--- src/rtl/core/row_sum_merge_sorter_defines.svh ---
// Assertion macros shared by the row-sum merge sorter RTL.
// No dependencies; expects clk and rst_n in the scope of use.
`ifndef ROW_SUM_MERGE_SORTER_DEFINES_SVH
`define ROW_SUM_MERGE_SORTER_DEFINES_SVH

// same-cycle implication, disabled in reset
`define RSMS_ASSERT_IMP(lbl, ante, cons, msg) \
  lbl: assert property (@(posedge clk) disable iff (!rst_n) (ante) |-> (cons)) \
    else $error(msg);

// next-cycle implication, disabled in reset
`define RSMS_ASSERT_NXT(lbl, ante, cons, msg) \
  lbl: assert property (@(posedge clk) disable iff (!rst_n) (ante) |=> (cons)) \
    else $error(msg);

`endif

--- src/rtl/core/rsms_mem.sv ---
// Synchronous memory, one write port and two registered read ports.
// No dependencies.
module rsms_mem #(
  parameter int DW    = 32,
  parameter int DEPTH = 16,
  localparam int AW   = $clog2(DEPTH)
) (
  input  logic          clk,
  input  logic          we,
  input  logic [AW-1:0] waddr,
  input  logic [DW-1:0] wdata,
  input  logic [AW-1:0] raddr_a,
  input  logic [AW-1:0] raddr_b,
  output logic [DW-1:0] rdata_a_r,
  output logic [DW-1:0] rdata_b_r
);

  logic [DW-1:0] mem_r [DEPTH];

  // write and read, read data valid in the next cycle
  always_ff @(posedge clk) begin
    if (we) begin
      mem_r[waddr] <= wdata;
    end
    rdata_a_r <= mem_r[raddr_a];
    rdata_b_r <= mem_r[raddr_b];
  end

endmodule

--- config.mk ---
export PLATFORM = sky130hd
export DESIGN_NAME = rsms_mem
export DESIGN_NICKNAME = d
export VERILOG_FILES = /design/src/rtl/core/row_sum_merge_sorter_defines.svh /design/src/rtl/core/rsms_mem.sv
export SDC_FILE = /design/constraint.sdc
export NUM_CORES = 1
export LEC_CHECK = 0
export BUFFER_PORTS_ARGS = -buffer_cell sky130_fd_sc_hd__buf_4
export CORE_MARGIN = 2
export CORE_UTILIZATION = 58
export DETAILED_ROUTE_END_ITERATION = 10
export HOLD_SLACK_MARGIN = 0.03
export PLACE_DENSITY = 0.78
export SKIP_CTS_REPAIR_TIMING = 1
export SYNTH_ARGS = -nofsm -noshare
export SYNTH_HDL_FRONTEND = slang
export SYNTH_SLANG_ARGS = --single-unit
export TNS_END_PERCENT = 10
--- constraint.sdc ---
create_clock -name clk -period 10.95 [get_ports clk]
set_clock_uncertainty 0.15 [all_clocks]
set_input_delay 2.19 -clock clk [delete_from_list [all_inputs] [get_ports clk]]
set_output_delay 2.19 -clock clk [all_outputs]
set_load 0.02 [all_outputs]
## After elaboration in Yosys (flattened, before gate mapping)

Memories as Yosys holds them, arrays and structs flattened. A register that Yosys moved wholly into a read port is not among the register bits.
Index checks and enable logic that the tools add are counted.

| word-level totals | value |
|---|---|
| flip-flop bits (word level) | 0 |
| memory bits (writable) | 512 |
| input port bits | 46 |
| output and inout bits | 64 |
| logic and storage cells | 3 |
| memories | 1 |

| operators by class | value |
|---|---|
| multiplexer cells | 2 |

Memories:

| name | depth | width | rd ports | clocked after Yosys merged registers in | wr ports | line | text |
|---|---|---|---|---|---|---|---|
| mem_r | 16 | 32 | 2 | 2 | 1 | rsms_mem.sv:18 | `logic [DW-1:0] mem_r [DEPTH];` |

Operators by type and width:

| kind | number |
|---|---|
| 2-to-1 mux 1 bit | 2 |

## Logic depth before layout (Yosys ltp)

Gate-level depths: netlist of the first run.

| logic depth | value |
|---|---|
| word-level depth | 2 |
| gate-level depth with buffers | 5 |
| gate-level depth less buffers | 3 |

## Worst setup path before layout of the first run

OpenSTA, ideal clock, no wires.

| path | value |
|---|---|
| kind | input port to flip-flop |
| start point | input waddr[2] |
| end point | memory mem_r[0][0] (enable) |
| setup time | 0.461 ns |
| arrival | 4.908 ns |
| data required time | 10.339 ns |
| slack | 5.430 ns |
| stages | 2 |
| buffers on the path | 0 |
| path through | or3b_2 nor3_1 |

RTL lines:

| item | line | text |
|---|---|---|
| from (decl) | rsms_mem.sv:10 | `input logic [AW-1:0] waddr,` |
| to (decl) | rsms_mem.sv:18 |  |

Straight into the memory's write port.

==> flow_summary.yaml, run 1 <==
timing:
  period_share_pct: 43.9
  finalHoldViolCount: 0
  tightest_slew_ns: 1.17
  postLayoutSetupSlackWorst_ns: 6.14
  setup_tns_ns: 0
  drv_slew: 0
  rsz0062_at_grt: "false"
  finalCriticalPeriod_ns: 4.81
  relSlewSlack_pct: 22.2
  timing.fmax_ghz: 0.208
  setup_violations: 0
synthesis:
  ys_seq_area_share_pct: 68.9
  yosys_warnings: 0
  ys_types: 17
  syn_nets: 1187
  synth_seq_cells: 576
  syn_inst: 1141
  syn_area_per_cell_um2: 21.2
  synth.cell_area_um2: 24200
global_routing:
  overflow: 0
  antenna_found_initial: 1
  grtUsageTotal_pct: 27.3
  grt_pass1_vias: 13421
  grt_max_degree: 73
  grt_pass1_wl_um: 85600
place:
  gp_congestion: 0.723
  placed_cell_area_um2: 25700
  port_buffers: 109
  dp_slack_ns: 5.37
  dp_cells: 1726
  place.detailed.hpwl_um: 28100
job:
  maxCapViolCount: 0
routing:
  ant_nets: 0
  routedWlPerCell_um: 31.4
  vias_per_cell: 6.98
  vias: 12784
  dr.pass1.iters: 7
  drtIter0Drc: 1561
  finalWirelength_um: 57500
  drcViolationCount: 0
final_layout:
  drive_gt1_share_pct: 38.7
  diodes: 0
  syn_to_final_growth_pct: 14.0
  nets: 1298
  finalInstanceArea_um2: 27600
  finalNonFillerCells: 1832
floorplanning:
  die_x_um: 208
  fp-row-count: 74
  initial_core_util_pct: 59.0
  ios: 110
  die_h_um: 208
  core_um2: 41000
  die_area_um2: 43400
setup_path:
  startpoint_type: "input port"
  endpoint_kind: "flop"
  crit_fanout: 57
  crit_type: "input port to flop"
  critPathRequiredTime_ns: 11.30
  arrival_ns: 5.16
clocking:
  insertion_delay_ns: 0.61
  clk_pin_slew_ns: 0.06
  clock_tree.root_cell: "clkbuf_16"
  cts_buffers: 56
  tritoncts: "yes"
  clockBufferDepth: 3
  htree_levels: 2
  cts_sinks: 576
min_path:
  hold_class: "flop to flop"
run_status:
  outcome: "completed"
power:
  p_per_area_nw_per_um2: 177
  leakagePower_nw: 9.01
  vdd_drop_max_mv: 0.154
[placed cells by master, fill, tap and decap left out]
cell and count:
clkbuf_8 3, a22oi_1 128, clkinvlp_4 2, mux4_2 256, or3b_2 1, bufinv_16 10
buf_4 137, edfxtp_1 512, nand2_1 65, dfxtp_1 64, nand3_1 1, clkinv_1 15
nand2b_1 2, clkbuf_1 8, nor3_2 4, nor2_4 14, nor2b_4 4, inv_6 2
nand3b_1 2, clkinv_2 10, clkinv_4 1, clkbuf_16 57, and2_2 2
[registers in the layout, summed over array words and instances (netlist names)]
| name | flops |
|---|---|
| mem_r | 512 |
| rdata_a_r | 32 |
| rdata_b_r | 32 |
[report_power, final]
part / total (mW) / leakage (nW) / switching (mW) / internal [mW]
registers: 2.49 / 5.16 / 0.0293 / 2.46
logic: 0.396 / 2.91 / 0.220 / 0.176
clock network: 2.01 / 0.936 / 0.816 / 1.19
[final cells by class]
type | instances | area [um^2]
Clock buffer | 66 | 1470
Tap cell | 532 | 666
Timing Repair Buffer | 139 | 1060
Clock inverter | 40 | 448
Multi-Input combinational cell | 479 | 7280
Sequential cell | 576 | 16700
Fill cell | 2590 | 13400
[metal layers]
metal  wire (um)  GRT usage, %  up-vias
met5          10             0        -
met2       29400          45.5      790
met4        1850          10.7        2
li1            -             -     5178
met1       20700          35.7     6681
met3        5570          5.90      133
[per-stage QoR]
| step | util, % | hold WS (ns) | total power [mW] |
|---|---|---|---|
| CTS | 67.2 | 0.535 | 4.92 |
| detailed placement | 62.6 | 0.530 | 2.93 |
| global route | 67.2 | 0.575 | 5.03 |
| finish | 67.2 | 0.534 | 4.89 |
| floorplan | - | 0.505 | 2.77 |
| global placement | 62.6 | 0.514 | 2.92 |
[path summary, 6_finish.rpt]
kind	to	startpoint	slack, ns	cells past startpoint
hold / removal	rdata_a_r[5]$_DFF_P_	mem_r[12][5]$_DFFE_PP_	0.53	3
setup / recovery	rdata_b_r[6]$_DFF_P_	raddr_b[0]	6.14	6
setup reg to reg	rdata_b_r[24]$_DFF_P_	mem_r[3][24]$_DFFE_PP_	9.38	3
hold reg to reg	rdata_a_r[5]$_DFF_P_	mem_r[12][5]$_DFFE_PP_	0.53	3
[critical path: stages]
cell,delay (ns)
clkbuf_8,0.56
buf_4,0.82
buf_4,0.63
mux4_2,0.58
a22oi_1,0.23
nand2_1,0.08
[kinds of logic after synthesis]
family / count (synthesis) / synth area share (%)
flops: 576 / 68.9
simple gates: 95 / 1.63
buf+inv: 86 / 1.70
compound gates: 128 / 3.97
mux: 256 / 23.8
[cell usage after synthesis, drive strengths merged]
library cell | n | area share [%]
nor3 | 4 | 0.083
mux4 | 256 | 24
buf | 47 | 1.1
a22oi | 128 | 4.0
edfxtp | 512 | 64
nand2b | 2 | 0.052
and2 | 2 | 0.052
nand3 | 1 | 0.021
clkbuf | 39 | 0.61
nand3b | 2 | 0.062
or3b | 1 | 0.036
nand2 | 65 | 1.0
nor2 | 14 | 0.22
dfxtp | 64 | 5.3
nor2b | 4 | 0.10
(Power assumes the default switching activity.)
==> inputs of run 2 (changes only) <==
Clock period 10.95 ns to 4.6 ns, I/O delays scaled along.
==> run 2 against run 1 <==
Against the previous run: core utilization about the same; global-route usage barely moved; via count grew 1.5%; cell count rose by 0.44%; register-to-register slack worse by 6.4 ns; clock-buffer cell count increased by 10; sequential power is 140% higher; setup slack lost 4.0 ns; sequential share of layout area about the same; critical path type unchanged.
==> flow_summary.yaml, run 2 (synthesis gave the netlist of run 1 again) <==
routing:
  finalWirelength_um: 57900
  dr.pass1.iters: 5
  ant_nets: 0
  vias: 12981
  drcViolationCount: 0
  vias_per_cell: 7.05
  drtIter0Drc: 1843
  routedWlPerCell_um: 31.5
global_routing:
  grtUsageTotal_pct: 27.3
  grt_pass1_wl_um: 85900
  overflow: 0
  grt_pass1_vias: 13465
  antenna_found_initial: 2
  grt_max_degree: 51
setup_path:
  path_common_cell: "buf_4"
  crit_slowest_cell: "nor2_4"
  critPathRequiredTime_ns: 4.76
  timing.critical_path.buf_inv: 2
  startpoint_type: "input port"
  crit_path_start: "waddr[3]"
  arrival_ns: 2.63
  crit_type: "input port to flop"
  crit_path_max_incr_delay_ns: 0.88
  endpoint_kind: "flop"
  regToRegStartpoint: "mem_r[2][31]$_DFFE_PP_"
  crit_fanout: 24
  crit_path_cell_trace: "buf_4, nand3b_1, nor2_4, buf_4"
  critPathTopFamily: "simple AND/OR/NAND/NOR gates"
power:
  p_total_mw: 11.3
  vdd_drop_max_mv: 0.524
  leakagePower_nw: 9.02
  p_per_area_nw_per_um2: 411
final_layout:
  seqCellArea_um2: 16700
  largest_reg_flops: 512
  syn_to_final_growth_pct: 13.9
  nFillCells: 2554
  layout_commonest_cell: "edfxtp_1"
  reg_top3: "mem_r (512), rdata_a_r (32), rdata_b_r (32)"
  nets: 1306
  drive_gt1_share_pct: 38.9
  top_register: "mem_r"
  multi_input_area_um2: 7280
  layout.cells.most_common_list: "edfxtp_1, mux4_2, buf_4"
  diodes: 0
place:
  place.detailed.hpwl_um: 30600
  gp_congestion: 0.766
  port_buffers: 109
  dp_slack_ns: 1.48
floorplanning:
  die_x_um: 208
  ios: 110
  die_area_um2: 43400
  core_um2: 41000
  die_h_um: 208
  initial_core_util_pct: 59.0
  fp-row-count: 74
timing:
  drv_slew: 0
  postLayoutSetupSlackWorst_ns: 2.13
  setup_violations: 0
  finalCriticalPeriod_ns: 2.47
  tightest_slew_ns: 1.22
  finalHoldViolCount: 0
  period_share_pct: 53.7
  setup_tns_ns: 0
  hold_ws_ns: 0.459
  rsz0062_at_grt: "false"
  relSlewSlack_pct: 18.5
  timing.fmax_ghz: 0.405
clocking:
  tritoncts: "yes"
  clock_tree.root_cell: "clkbuf_16"
  cts_sinks: 576
  htree_levels: 2
  insertion_delay_ns: 0.61
  clockBufferDepth: 3
  clk_pin_slew_ns: 0.06
  cts_buffers: 56
job:
  maxCapViolCount: 0
min_path:
  min-delay-start: "wdata[23]"
  hold_class: "input port to flop"
run_status:
  outcome: "completed"
[run 2: worst register-to-register path, cell delays in order, from the launching register on]
cell and delay (ns):
edfxtp_1 0.39, mux4_2 0.47, a22oi_1 0.25, nand2_1 0.18
[run 2: area by class of cell]
class,count,area share [%]
Sequential cell,576,60.4
Multi-Input combinational cell,479,26.4
Clock buffer,76,5.54
Timing Repair Buffer,147,4.28
Tap cell,532,2.42
Clock inverter,30,0.904
[run 2: where the power goes]
| part | internal, mW | total [mW] | switching [mW] |
|---|---|---|---|
| clock network | 2.55 | 4.45 | 1.90 |
| registers | 5.85 | 5.93 | 0.0723 |
| logic | 0.427 | 0.955 | 0.528 |
| total | 8.83 | 11.3 | 2.50 |
[run 2: worst paths after layout]
check / endpoint / slack (ns) / cells past startpoint
worst max register to register: rdata_b_r[31]$_DFF_P_ / 2.99 / 3
worst min register to register: rdata_a_r[19]$_DFF_P_ / 0.54 / 3
worst min-delay path: mem_r[8][23]$_DFFE_PP_ / 0.46 / 1
worst max-delay path: mem_r[5][4]$_DFFE_PP_ / 2.13 / 4
[run 2: layer usage]
metal  GRT usage [%]  wire length [um]
met5               0                13
met4            7.42              1350
met3            5.92              6000
met2            44.7             28900
met1            37.9             21700
[run 2: per-stage QoR]
stage / instances / utilization, % / area (um^2)
global route: 1840 / 67.2 / 27600
global placement: 1734 / 62.9 / 25800
finish: 1840 / 67.2 / 27600
CTS: 1840 / 67.2 / 27600
floorplan: 1141 / - / 24200
detailed placement: 1734 / 62.9 / 25800
