===== src/rtl/core/row_sum_merge_sorter_defines.svh =====
// Assertion macros shared by the row-sum merge sorter RTL.
// No dependencies; expects clk and rst_n in the scope of use.
`ifndef ROW_SUM_MERGE_SORTER_DEFINES_SVH
`define ROW_SUM_MERGE_SORTER_DEFINES_SVH

// same-cycle implication, disabled in reset
`define RSMS_ASSERT_IMP(lbl, ante, cons, msg) \
  lbl: assert property (@(posedge clk) disable iff (!rst_n) (ante) |-> (cons)) \
    else $error(msg);

// next-cycle implication, disabled in reset
`define RSMS_ASSERT_NXT(lbl, ante, cons, msg) \
  lbl: assert property (@(posedge clk) disable iff (!rst_n) (ante) |=> (cons)) \
    else $error(msg);

`endif


===== src/rtl/core/rsms_pkg.sv =====
// Package for the row-sum merge sorter: payload structs, state enums, codes.
// No dependencies.
package rsms_pkg;

  localparam int DATA_W  = 32;
  localparam int CFG_W   = 5;
  localparam int PADDR_W = 3;

  // register index (taken from paddr[2])
  localparam logic REG_COLS = 1'b0;

  // input item modes
  localparam logic MODE_LOAD  = 1'b0;
  localparam logic MODE_FETCH = 1'b1;

  typedef struct packed {
    logic                     mode;
    logic signed [DATA_W-1:0] value;
    logic                     last_load;
  } in_item_t;

  typedef struct packed {
    logic signed [DATA_W-1:0] value_res;
    logic                     row_end;
    logic                     all_done;
    logic                     dropped;
  } out_item_t;

  typedef enum logic [2:0] {
    ST_IDLE, ST_FILL, ST_SORT, ST_DIV, ST_FORD, ST_FIDX, ST_FELEM, ST_FOUT
  } top_state_t;

  typedef enum logic [3:0] {
    SS_IDLE, SS_INIT, SS_PASS, SS_RUN, SS_STEP, SS_IDX, SS_SUM, SS_ELEM, SS_TAKE,
    SS_COPY
  } sort_state_t;

  // sequencer status towards the control block
  typedef struct packed {
    logic busy;
    logic done;
    logic bank;
  } sort_stat_t;

endpackage


===== src/rtl/core/rsms_sort.sv =====
// Bottom-up stable merge sort sequencer over the order buffer memory.
// Depends on rsms_pkg; drives read ports of the sum and element memories.
module rsms_sort import rsms_pkg::*; #(
  parameter int MAX_ROWS = 256,
  parameter int MAX_COLS = 16,
  localparam int ROW_W   = $clog2(MAX_ROWS),
  localparam int RC_W    = $clog2(MAX_ROWS + 1),
  localparam int EC_W    = $clog2(MAX_COLS + 1),
  localparam int SUM_W   = DATA_W + $clog2(MAX_COLS),
  localparam int ORD_AW  = $clog2(2 * MAX_ROWS),
  localparam int ELEM_AW = $clog2(MAX_ROWS * MAX_COLS)
) (
  input  logic                     clk,
  input  logic                     rst_n,
  input  logic                     start,
  input  logic [RC_W-1:0]          n,
  input  logic [EC_W-1:0]          cols,
  output sort_stat_t               stat,
  output logic                     ord_we,
  output logic [ORD_AW-1:0]        ord_waddr,
  output logic [ROW_W-1:0]         ord_wdata,
  output logic [ORD_AW-1:0]        ord_raddr_a,
  output logic [ORD_AW-1:0]        ord_raddr_b,
  input  logic [ROW_W-1:0]         ord_rdata_a,
  input  logic [ROW_W-1:0]         ord_rdata_b,
  output logic [ROW_W-1:0]         sum_raddr_a,
  output logic [ROW_W-1:0]         sum_raddr_b,
  input  logic signed [SUM_W-1:0]  sum_rdata_a,
  input  logic signed [SUM_W-1:0]  sum_rdata_b,
  output logic [ELEM_AW-1:0]       elem_raddr_a,
  output logic [ELEM_AW-1:0]       elem_raddr_b,
  input  logic signed [DATA_W-1:0] elem_rdata_a,
  input  logic signed [DATA_W-1:0] elem_rdata_b
);

  localparam int CNT_W = $clog2(MAX_ROWS) + 2;

  sort_state_t      st_r, st_nxt;
  logic [CNT_W-1:0] n_r, n_nxt, width_r, width_nxt, lo_r, lo_nxt;
  logic [CNT_W-1:0] mid_r, mid_nxt, hi_r, hi_nxt;
  logic [CNT_W-1:0] l_r, l_nxt, r_r, r_nxt, o_r, o_nxt;
  logic [CNT_W-1:0] sum_lw, sum_lww;
  logic             src_r, src_nxt, take_r, take_nxt, copyl_r, copyl_nxt;
  logic [ROW_W-1:0] a_r, a_nxt, b_r, b_nxt;
  logic [EC_W-1:0]  c_r, c_nxt, c_inc;

  function automatic logic [ORD_AW-1:0] oaddr(input logic bank, input int idx);
    int t;
    t = idx + (bank ? MAX_ROWS : 0);
    return ORD_AW'(t);
  endfunction

  function automatic logic [ELEM_AW-1:0] eaddr(input int row, input int col);
    int t;
    t = row * MAX_COLS + col;
    return ELEM_AW'(t);
  endfunction

  // state registers
  always_ff @(posedge clk) begin
    if (!rst_n) begin
      st_r  <= SS_IDLE;
      src_r <= 1'b0;
    end else begin
      st_r  <= st_nxt;
      src_r <= src_nxt;
    end
  end

  // merge bookkeeping
  always_ff @(posedge clk) begin
    n_r     <= n_nxt;
    width_r <= width_nxt;
    lo_r    <= lo_nxt;
    mid_r   <= mid_nxt;
    hi_r    <= hi_nxt;
    l_r     <= l_nxt;
    r_r     <= r_nxt;
    o_r     <= o_nxt;
    a_r     <= a_nxt;
    b_r     <= b_nxt;
    c_r     <= c_nxt;
    take_r  <= take_nxt;
    copyl_r <= copyl_nxt;
  end

  assign sum_lw  = lo_r + width_r;
  assign sum_lww = lo_r + (width_r << 1);
  assign c_inc   = c_r + 1'b1;

  // next state and memory requests
  always_comb begin
    st_nxt       = st_r;
    n_nxt        = n_r;
    width_nxt    = width_r;
    lo_nxt       = lo_r;
    mid_nxt      = mid_r;
    hi_nxt       = hi_r;
    l_nxt        = l_r;
    r_nxt        = r_r;
    o_nxt        = o_r;
    src_nxt      = src_r;
    a_nxt        = a_r;
    b_nxt        = b_r;
    c_nxt        = c_r;
    take_nxt     = take_r;
    copyl_nxt    = copyl_r;
    stat.busy    = (st_r != SS_IDLE);
    stat.done    = 1'b0;
    stat.bank    = src_r;
    ord_we       = 1'b0;
    ord_waddr    = '0;
    ord_wdata    = '0;
    ord_raddr_a  = '0;
    ord_raddr_b  = '0;
    sum_raddr_a  = '0;
    sum_raddr_b  = '0;
    elem_raddr_a = '0;
    elem_raddr_b = '0;
    case (st_r)
      SS_IDLE: begin
        if (start) begin
          n_nxt   = CNT_W'(n);
          o_nxt   = '0;
          src_nxt = 1'b0;
          st_nxt  = SS_INIT;
        end
      end
      // identity order into bank 0
      SS_INIT: begin
        if (o_r < n_r) begin
          ord_we    = 1'b1;
          ord_waddr = oaddr(1'b0, int'(o_r));
          ord_wdata = ROW_W'(o_r);
          o_nxt     = o_r + 1'b1;
        end else begin
          width_nxt = CNT_W'(1);
          st_nxt    = SS_PASS;
        end
      end
      SS_PASS: begin
        if (width_r >= n_r) begin
          stat.done = 1'b1;
          st_nxt    = SS_IDLE;
        end else begin
          lo_nxt = '0;
          st_nxt = SS_RUN;
        end
      end
      // set up one pair of runs
      SS_RUN: begin
        if (lo_r >= n_r) begin
          width_nxt = width_r << 1;
          src_nxt   = ~src_r;
          st_nxt    = SS_PASS;
        end else begin
          mid_nxt = (sum_lw < n_r) ? sum_lw : n_r;
          hi_nxt  = (sum_lww < n_r) ? sum_lww : n_r;
          l_nxt   = lo_r;
          r_nxt   = (sum_lw < n_r) ? sum_lw : n_r;
          o_nxt   = lo_r;
          st_nxt  = SS_STEP;
        end
      end
      SS_STEP: begin
        if (l_r < mid_r && r_r < hi_r) begin
          ord_raddr_a = oaddr(src_r, int'(l_r));
          ord_raddr_b = oaddr(src_r, int'(r_r));
          st_nxt      = SS_IDX;
        end else if (l_r < mid_r) begin
          ord_raddr_a = oaddr(src_r, int'(l_r));
          copyl_nxt   = 1'b1;
          st_nxt      = SS_COPY;
        end else if (r_r < hi_r) begin
          ord_raddr_a = oaddr(src_r, int'(r_r));
          copyl_nxt   = 1'b0;
          st_nxt      = SS_COPY;
        end else begin
          lo_nxt = hi_r;
          st_nxt = SS_RUN;
        end
      end
      SS_IDX: begin
        a_nxt       = ord_rdata_a;
        b_nxt       = ord_rdata_b;
        sum_raddr_a = ord_rdata_a;
        sum_raddr_b = ord_rdata_b;
        st_nxt      = SS_SUM;
      end
      // larger sum first
      SS_SUM: begin
        if (sum_rdata_a != sum_rdata_b) begin
          take_nxt = (sum_rdata_a > sum_rdata_b);
          st_nxt   = SS_TAKE;
        end else begin
          c_nxt        = '0;
          elem_raddr_a = eaddr(int'(a_r), 0);
          elem_raddr_b = eaddr(int'(b_r), 0);
          st_nxt       = SS_ELEM;
        end
      end
      // tie: ascending element order, left wins full ties
      SS_ELEM: begin
        if (elem_rdata_a != elem_rdata_b) begin
          take_nxt = (elem_rdata_a < elem_rdata_b);
          st_nxt   = SS_TAKE;
        end else if (c_inc >= cols) begin
          take_nxt = 1'b1;
          st_nxt   = SS_TAKE;
        end else begin
          c_nxt        = c_inc;
          elem_raddr_a = eaddr(int'(a_r), int'(c_inc));
          elem_raddr_b = eaddr(int'(b_r), int'(c_inc));
        end
      end
      SS_TAKE: begin
        ord_we    = 1'b1;
        ord_waddr = oaddr(~src_r, int'(o_r));
        ord_wdata = take_r ? a_r : b_r;
        o_nxt     = o_r + 1'b1;
        if (take_r) begin
          l_nxt = l_r + 1'b1;
        end else begin
          r_nxt = r_r + 1'b1;
        end
        st_nxt = SS_STEP;
      end
      // one run exhausted, copy the other
      SS_COPY: begin
        ord_we    = 1'b1;
        ord_waddr = oaddr(~src_r, int'(o_r));
        ord_wdata = ord_rdata_a;
        o_nxt     = o_r + 1'b1;
        if (copyl_r) begin
          l_nxt = l_r + 1'b1;
        end else begin
          r_nxt = r_r + 1'b1;
        end
        st_nxt = SS_STEP;
      end
      default: begin
        st_nxt = SS_IDLE;
      end
    endcase
  end

endmodule


===== config.mk =====
export PLATFORM = sky130hd
export DESIGN_NAME = rsms_sort
export DESIGN_NICKNAME = d
export VERILOG_FILES = /design/src/rtl/core/row_sum_merge_sorter_defines.svh /design/src/rtl/core/rsms_pkg.sv /design/src/rtl/core/rsms_sort.sv
export SDC_FILE = /design/constraint.sdc
export NUM_CORES = 1
export LEC_CHECK = 0
export BUFFER_PORTS_ARGS = -buffer_cell sky130_fd_sc_hd__buf_2
export CAP_MARGIN = 20
export CORE_ASPECT_RATIO = 1.5
export CORE_MARGIN = 8
export CORE_UTILIZATION = 55
export DETAILED_ROUTE_END_ITERATION = 10
export PLACE_DENSITY = 0.82
export SYNTH_ARGS = -nofsm -noshare
export SYNTH_HDL_FRONTEND = slang
export SYNTH_SLANG_ARGS = --single-unit

===== constraint.sdc =====
create_clock -name clk -period 5 [get_ports clk]
set_clock_uncertainty 0.15 [all_clocks]
set_input_delay 1 -clock clk [delete_from_list [all_inputs] [get_ports clk]]
set_output_delay 1 -clock clk [all_outputs]
set_load 0.01 [all_outputs]

# Yosys cells after proc, flatten, opt, wreduce, memory -nomap -nowiden
# Index checks and enable logic that the tools add are counted.
# Widths: inputs -> output; s select.
dict set report classes {
  n_addsub 11
  magnitude_cmp 10
  n_eq_ne 29
  muxes 71
  bitwise_logic 3
  reduce_logical 23
}
# cell n
set op_table {}
lappend op_table {{$mux 10} 15}
lappend op_table {{$mux 9} 10}
lappend op_table {{$mux 12} 6}
lappend op_table {{$pmux 10 s3} 2}
lappend op_table {{$pmux 12 s2} 2}
lappend op_table {{$pmux 10 s2} 2}
lappend op_table {{$pmux 10 s4} 1}
lappend op_table {{$gt 36x36->1} 1}
lappend op_table {{$ne 36x36->1} 1}
lappend op_table {{$pmux 4 s9} 1}
lappend op_table {{$ne 2x2->1 const B} 17}
lappend op_table {{$lt 32x32->1} 1}
lappend op_table {{$mux 4} 8}
lappend op_table {{$mux 8} 4}
lappend op_table {{$ne 32x32->1} 1}
lappend op_table {{$add 10x1->10 const B} 3}
lappend op_table {{$lt 10x9->1} 3}
lappend op_table {{$add 9x9->9} 3}
lappend op_table {{$add 12x5->12} 2}
lappend op_table {{$pmux 8 s3} 1}
lappend op_table {{$add 10x10->10} 2}
lappend op_table {{$ge 10x9->1} 2}
lappend op_table {{$lt 10x10->1} 2}
lappend op_table {{$pmux 9 s2} 1}
lappend op_table {{other kinds (24)} 56}
dict set report word_totals {
  reg_bits 107
  input_bits 169
  output_inout_bits 79
  word_cells 163
}

# Depth between registers and ports, before layout
dict set report logic_depth {
  depth_word 6
  ltp_mapped 16
  mapped_depth_nobuf 14
}

# Worst setup path after synthesis
# Ideal clock, no wire load.
dict set report synth_timing {
  path_kind {input port to output port}
  from {in elem_rdata_b[24]}
  to {out elem_raddr_b[0]}
  arrival_ns 3.037
  t_required_ns 3.850
  setup_slack_ns 0.813
  stages 11
  n_path_buf 3
  path_cell_list {inv_1 -> ha_1 -> and3_1 -> nand3_1 -> nor4_1 -> nand3_1 -> a21oi_1 -> buf_4 -> buf_4 -> nor2b_1 -> buf_4}
}
dict set report synth_between {
  elab_chain_cells 3
}
# element line
set synth_rtl {}
lappend synth_rtl {{start: declaration} rsms_sort.sv:33} ;# input logic signed [DATA_W-1:0] elem_rdata_b
lappend synth_rtl {{$ne 32x32->1} rsms_sort.sv:204} ;# if (elem_rdata_a != elem_rdata_b) begin
lappend synth_rtl {{$mux 12} rsms_sort.sv:204}
lappend synth_rtl {{$pmux 12 s2} rsms_sort.sv:120} ;# case (st_r)
lappend synth_rtl {{end: declaration} rsms_sort.sv:31} ;# output logic [ELEM_AW-1:0] elem_raddr_b,
# No other way between the ends.

# Worst setup path after layout
dict set report layout_timing {
  from {reg r_r[2]}
  to {out ord_raddr_a[8]}
}
dict set report layout_between {
  elab_chain_cells 5
  word_cells_on_any_way 7
  classes_between {1 x add/sub; 1 x order compare; 4 x mux; 1 x reduce/logical}
}
# element line
set layout_rtl {}
lappend layout_rtl {{start: declaration} rsms_sort.sv:41} ;# logic [CNT_W-1:0] l_r, l_nxt, r_r, r_nxt, o_r, o_nxt;
lappend layout_rtl {{start signal: assignment} rsms_sort.sv:78} ;# r_r <= r_nxt;
lappend layout_rtl {{$add 9x9->9 or $lt 10x10->1 (tied branches)} {rsms_sort.sv:49, rsms_sort.sv:166, rsms_sort.sv:174}}
lappend layout_rtl {{$mux 9} rsms_sort.sv:174} ;# end else if (r_r < hi_r) begin
lappend layout_rtl {{$mux 9} rsms_sort.sv:170} ;# end else if (l_r < mid_r) begin
lappend layout_rtl {{$mux 9 *} rsms_sort.sv:166} ;# if (l_r < mid_r && r_r < hi_r) begin
lappend layout_rtl {{$mux 9 *} rsms_sort.sv:120}
lappend layout_rtl {{end: declaration} rsms_sort.sv:22} ;# output logic [ORD_AW-1:0] ord_raddr_a,
# Every way passes the cells marked *; elsewhere a longest branch is shown, timed or not.

==> results.yml <==
run_status:
  status: "finished, final reports clean"
timing:
  hold_ws_ns: 0.435
  worstMarginPinSlew_ns: 1.08
  setup_viol: 0
  finalHoldViolCount: 0
  rsz0062_at_grt: "no"
  fin_crit_ns: 4.78
  fmaxAchievable_mhz: 209
  slew_headroom: 0.277
  post-route-period-util: 0.956
  slew_violations: 0
  finalSetupTns_ns: 0
  fin_ws_ns: 0.218
placed_design:
  hpwl_mm: 24.7
  port_buffers: 247
  place_ws_ns: 0.503
  gp_congestion: 0.957
routing:
  drt-initial-drc-count: 635
  ant_nets: 0
  dr.pass1.iters: 5
  vias_per_cell: 5.92
  totalWireLength_mm: 29.9
  via_count: 9041
  routedWlPerCell_microns: 19.6
  drcViolationCount: 0
finish:
  finish.utilization: 0.665
  fill_cells: 1401
  syn2layout_area_growth_pct: 18.0
  n_antenna_cell: 0
  final_layout_size_suffix_gt1_frac: 0.234
  nNetsFinal: 1641
worst_setup_path:
  critPathMaxFanout: 12
  path_class: "reg2out"
  startpoint_type: "flop"
  crit_arrival_ns: 3.63
  cp-end-kind: "output pin"
  required_ns: 3.85
synthesis:
  syn_area_sq_mm: 0.00977
  async_flop_share: 0
  synth_enable_flop_cells: 102
  yosysSeqAreaShare: 0.324
  yosys_warnings: 0
  synth.distinct_cells: 67
  syn_inst: 1071
  avgSynthCellArea_sq_um: 9.12
  yosys_register_bits: 107
  synth_ff_type: "edfxtp_1"
clock_tree:
  clock_path_buffers: 2
  insertion_delay_ns: 0.35
  cts_made_buffers: 9
  cts-root-buf: "clkbuf_16"
  cts_tree: "yes"
  cts_hold_buffers: 0
  clock_sinks: 107
  htreeDepth: 3
  cts.clk_slew.worst_paths_ns: 0.08
power_and_ir_drop:
  power_density_mw_per_mm2: 257
  power_leakage_nw: 5.77
  vdd.ir_drop.worst_mv: 0.274
grt:
  grt.met1_usage: 0.266
  gr-total-overflow: 0
  grt_start_max_net_pins: 34
  met2_usage: 0.495
  busiest_layer: "met2"
  grt_use_total: 0.260
  use_met3: 0.0408
  grt_pass1_vias: 9004
  grt_pass1_wl_mm: 46.6
  antenna_found_initial: 0
floorplan:
  die_x_microns: 125
  start_util: 0.563
  die_h_microns: 179
  floorplan.io_pins: 248
  rows: 59
  core_area_sq_mm: 0.0173
  dieArea_sq_mm: 0.0224
min_path:
  hold_class: "reg2reg"
run:
  cap_violations: 0
cell usage in the layout, fill, tap and decap left out, types with 7 or more instances in the layout:
cell type	synthesis	routed
edfxtp_1	102	102
nor3_1	14	14
and3_1	34	34
mux2i_1	10	10
buf_2	5	247
nor2b_1	9	9
clkbuf_16	0	9
o21ai_0	52	52
nand4_1	24	24
nand2_1	69	69
xor2_1	14	14
xnor2_1	33	33
nand2b_1	16	15
a21oi_1	60	59
ha_1	160	160
mux2_2	16	16
o21a_1	8	8
buf_4	7	11
nand3_1	34	34
and2_1	26	26
inv_1	135	135
a211oi_1	14	14
a22oi_1	8	8
nor2_1	74	73
a21o_1	16	16
o22ai_1	11	11
o211ai_1	7	7
logic make-up (layout without fill, tap and decap cells):
| logic type | count (synthesis) | count (layout) | share of synthesized area |
|---|---|---|---|
| other | 1 | 2 | 0.000384 |
| XOR/XNOR | 47 | 47 | 0.0421 |
| multiplexers | 26 | 26 | 0.0287 |
| AO/OA/AOI/OAI | 231 | 231 | 0.154 |
| AND/OR/NAND/NOR | 330 | 330 | 0.173 |
| buffers and inverters | 167 | 410 | 0.0690 |
| adder cells (fa/ha/maj) | 162 | 162 | 0.209 |
| flip-flops | 107 | 107 | 0.324 |
sequential cells by signal, summed over array words and instances (netlist names):
name     count
c_r          5
copyl_r      1
take_r       1
b_r          8
st_r         4
r_r         10
n_r          9
o_r         10
src_r        1
width_r     10
lo_r        10
hi_r        10
mid_r       10
l_r         10
a_r          8
what timing repair did:
| item | 4_1_cts | 5_1_grt |
|---|---|---|
| setup buffers | 0 | 0 |
| gates resized for setup | 0 | 1 |
| setup endpoints to repair | 0 | 1 |
Yosys cell counts, types with 8 or more instances:
master / count / area (sq um)
a211oi_1: 14 / 105
a21o_1: 16 / 120
a21oi_1: 60 / 300
a22oi_1: 8 / 60.1
and2_1: 26 / 163
and3_1: 34 / 213
clkbuf_1: 17 / 63.8
edfxtp_1: 102 / 3060
ha_1: 160 / 2000
inv_1: 135 / 507
mux2_2: 16 / 180
mux2i_1: 10 / 100
nand2_1: 69 / 259
nand2b_1: 16 / 100
nand3_1: 34 / 170
nand4_1: 24 / 150
nor2_1: 74 / 278
nor2b_1: 9 / 56.3
nor3_1: 14 / 70.1
o21a_1: 8 / 60.1
o21ai_0: 52 / 260
o22ai_1: 11 / 68.8
xnor2_1: 33 / 289
xor2_1: 14 / 123
worst paths after layout:
check / from / endpoint / slack, ns / cells after the start
max: r_r[2] / ord_raddr_a[8] / 0.22 / 11
min: hi_r[3] / lo_r[3] / 0.44 / 2
max reg2reg: lo_r[0] / r_r[0] / 0.54 / 14
min reg2reg: hi_r[3] / lo_r[3] / 0.44 / 2
through the flow:
stage | cell area, sq um | total power [mW] | cells
final | 11500 | 2.96 | 1528
after global routing | 11500 | 3.12 | 1528
after CTS | 11500 | 2.95 | 1528
after detailed placement | 11200 | 2.22 | 1512
after global placement | 11200 | 2.17 | 1512
after floorplan | 9770 | 1.89 | 1072
per-layer routing:
layer  share of wire  wire [microns]
met5               0               0
met4           0.051            1530
met3           0.062            1840
met2            0.53           15700
met1            0.36           10800
worst max-delay path, stage by stage (launching register included):
cell	delay, ns
edfxtp_1	0.54
ha_1	0.35
o21a_1	0.12
nor2_1	0.04
o31ai_1	0.29
o22a_1	0.35
inv_1	0.08
ha_1	0.33
nor3_4	0.41
a221oi_1	0.13
a211oi_1	0.41
buf_2	0.22
layout make-up:
| type | instances | area (sq um) | area share |
|---|---|---|---|
| Clock buffer | 9 | 225 | 0.0195 |
| Timing Repair Buffer | 259 | 1340 | 0.116 |
| Sequential cell | 107 | 3160 | 0.274 |
| Inverter | 135 | 507 | 0.0440 |
| Clock inverter | 7 | 83.8 | 0.00727 |
| Tap cell | 213 | 267 | 0.0231 |
| Multi-Input combinational cell | 798 | 5950 | 0.516 |
report_power, final:
group          leakage [nW]  internal, mW  switching, mW
sequential            0.992          1.08         0.0711
clock                 0.154         0.399          0.349
combinational          4.62         0.460          0.596
total                  5.77          1.94           1.02
No activity file was read; power rests on OpenSTA's default activity.
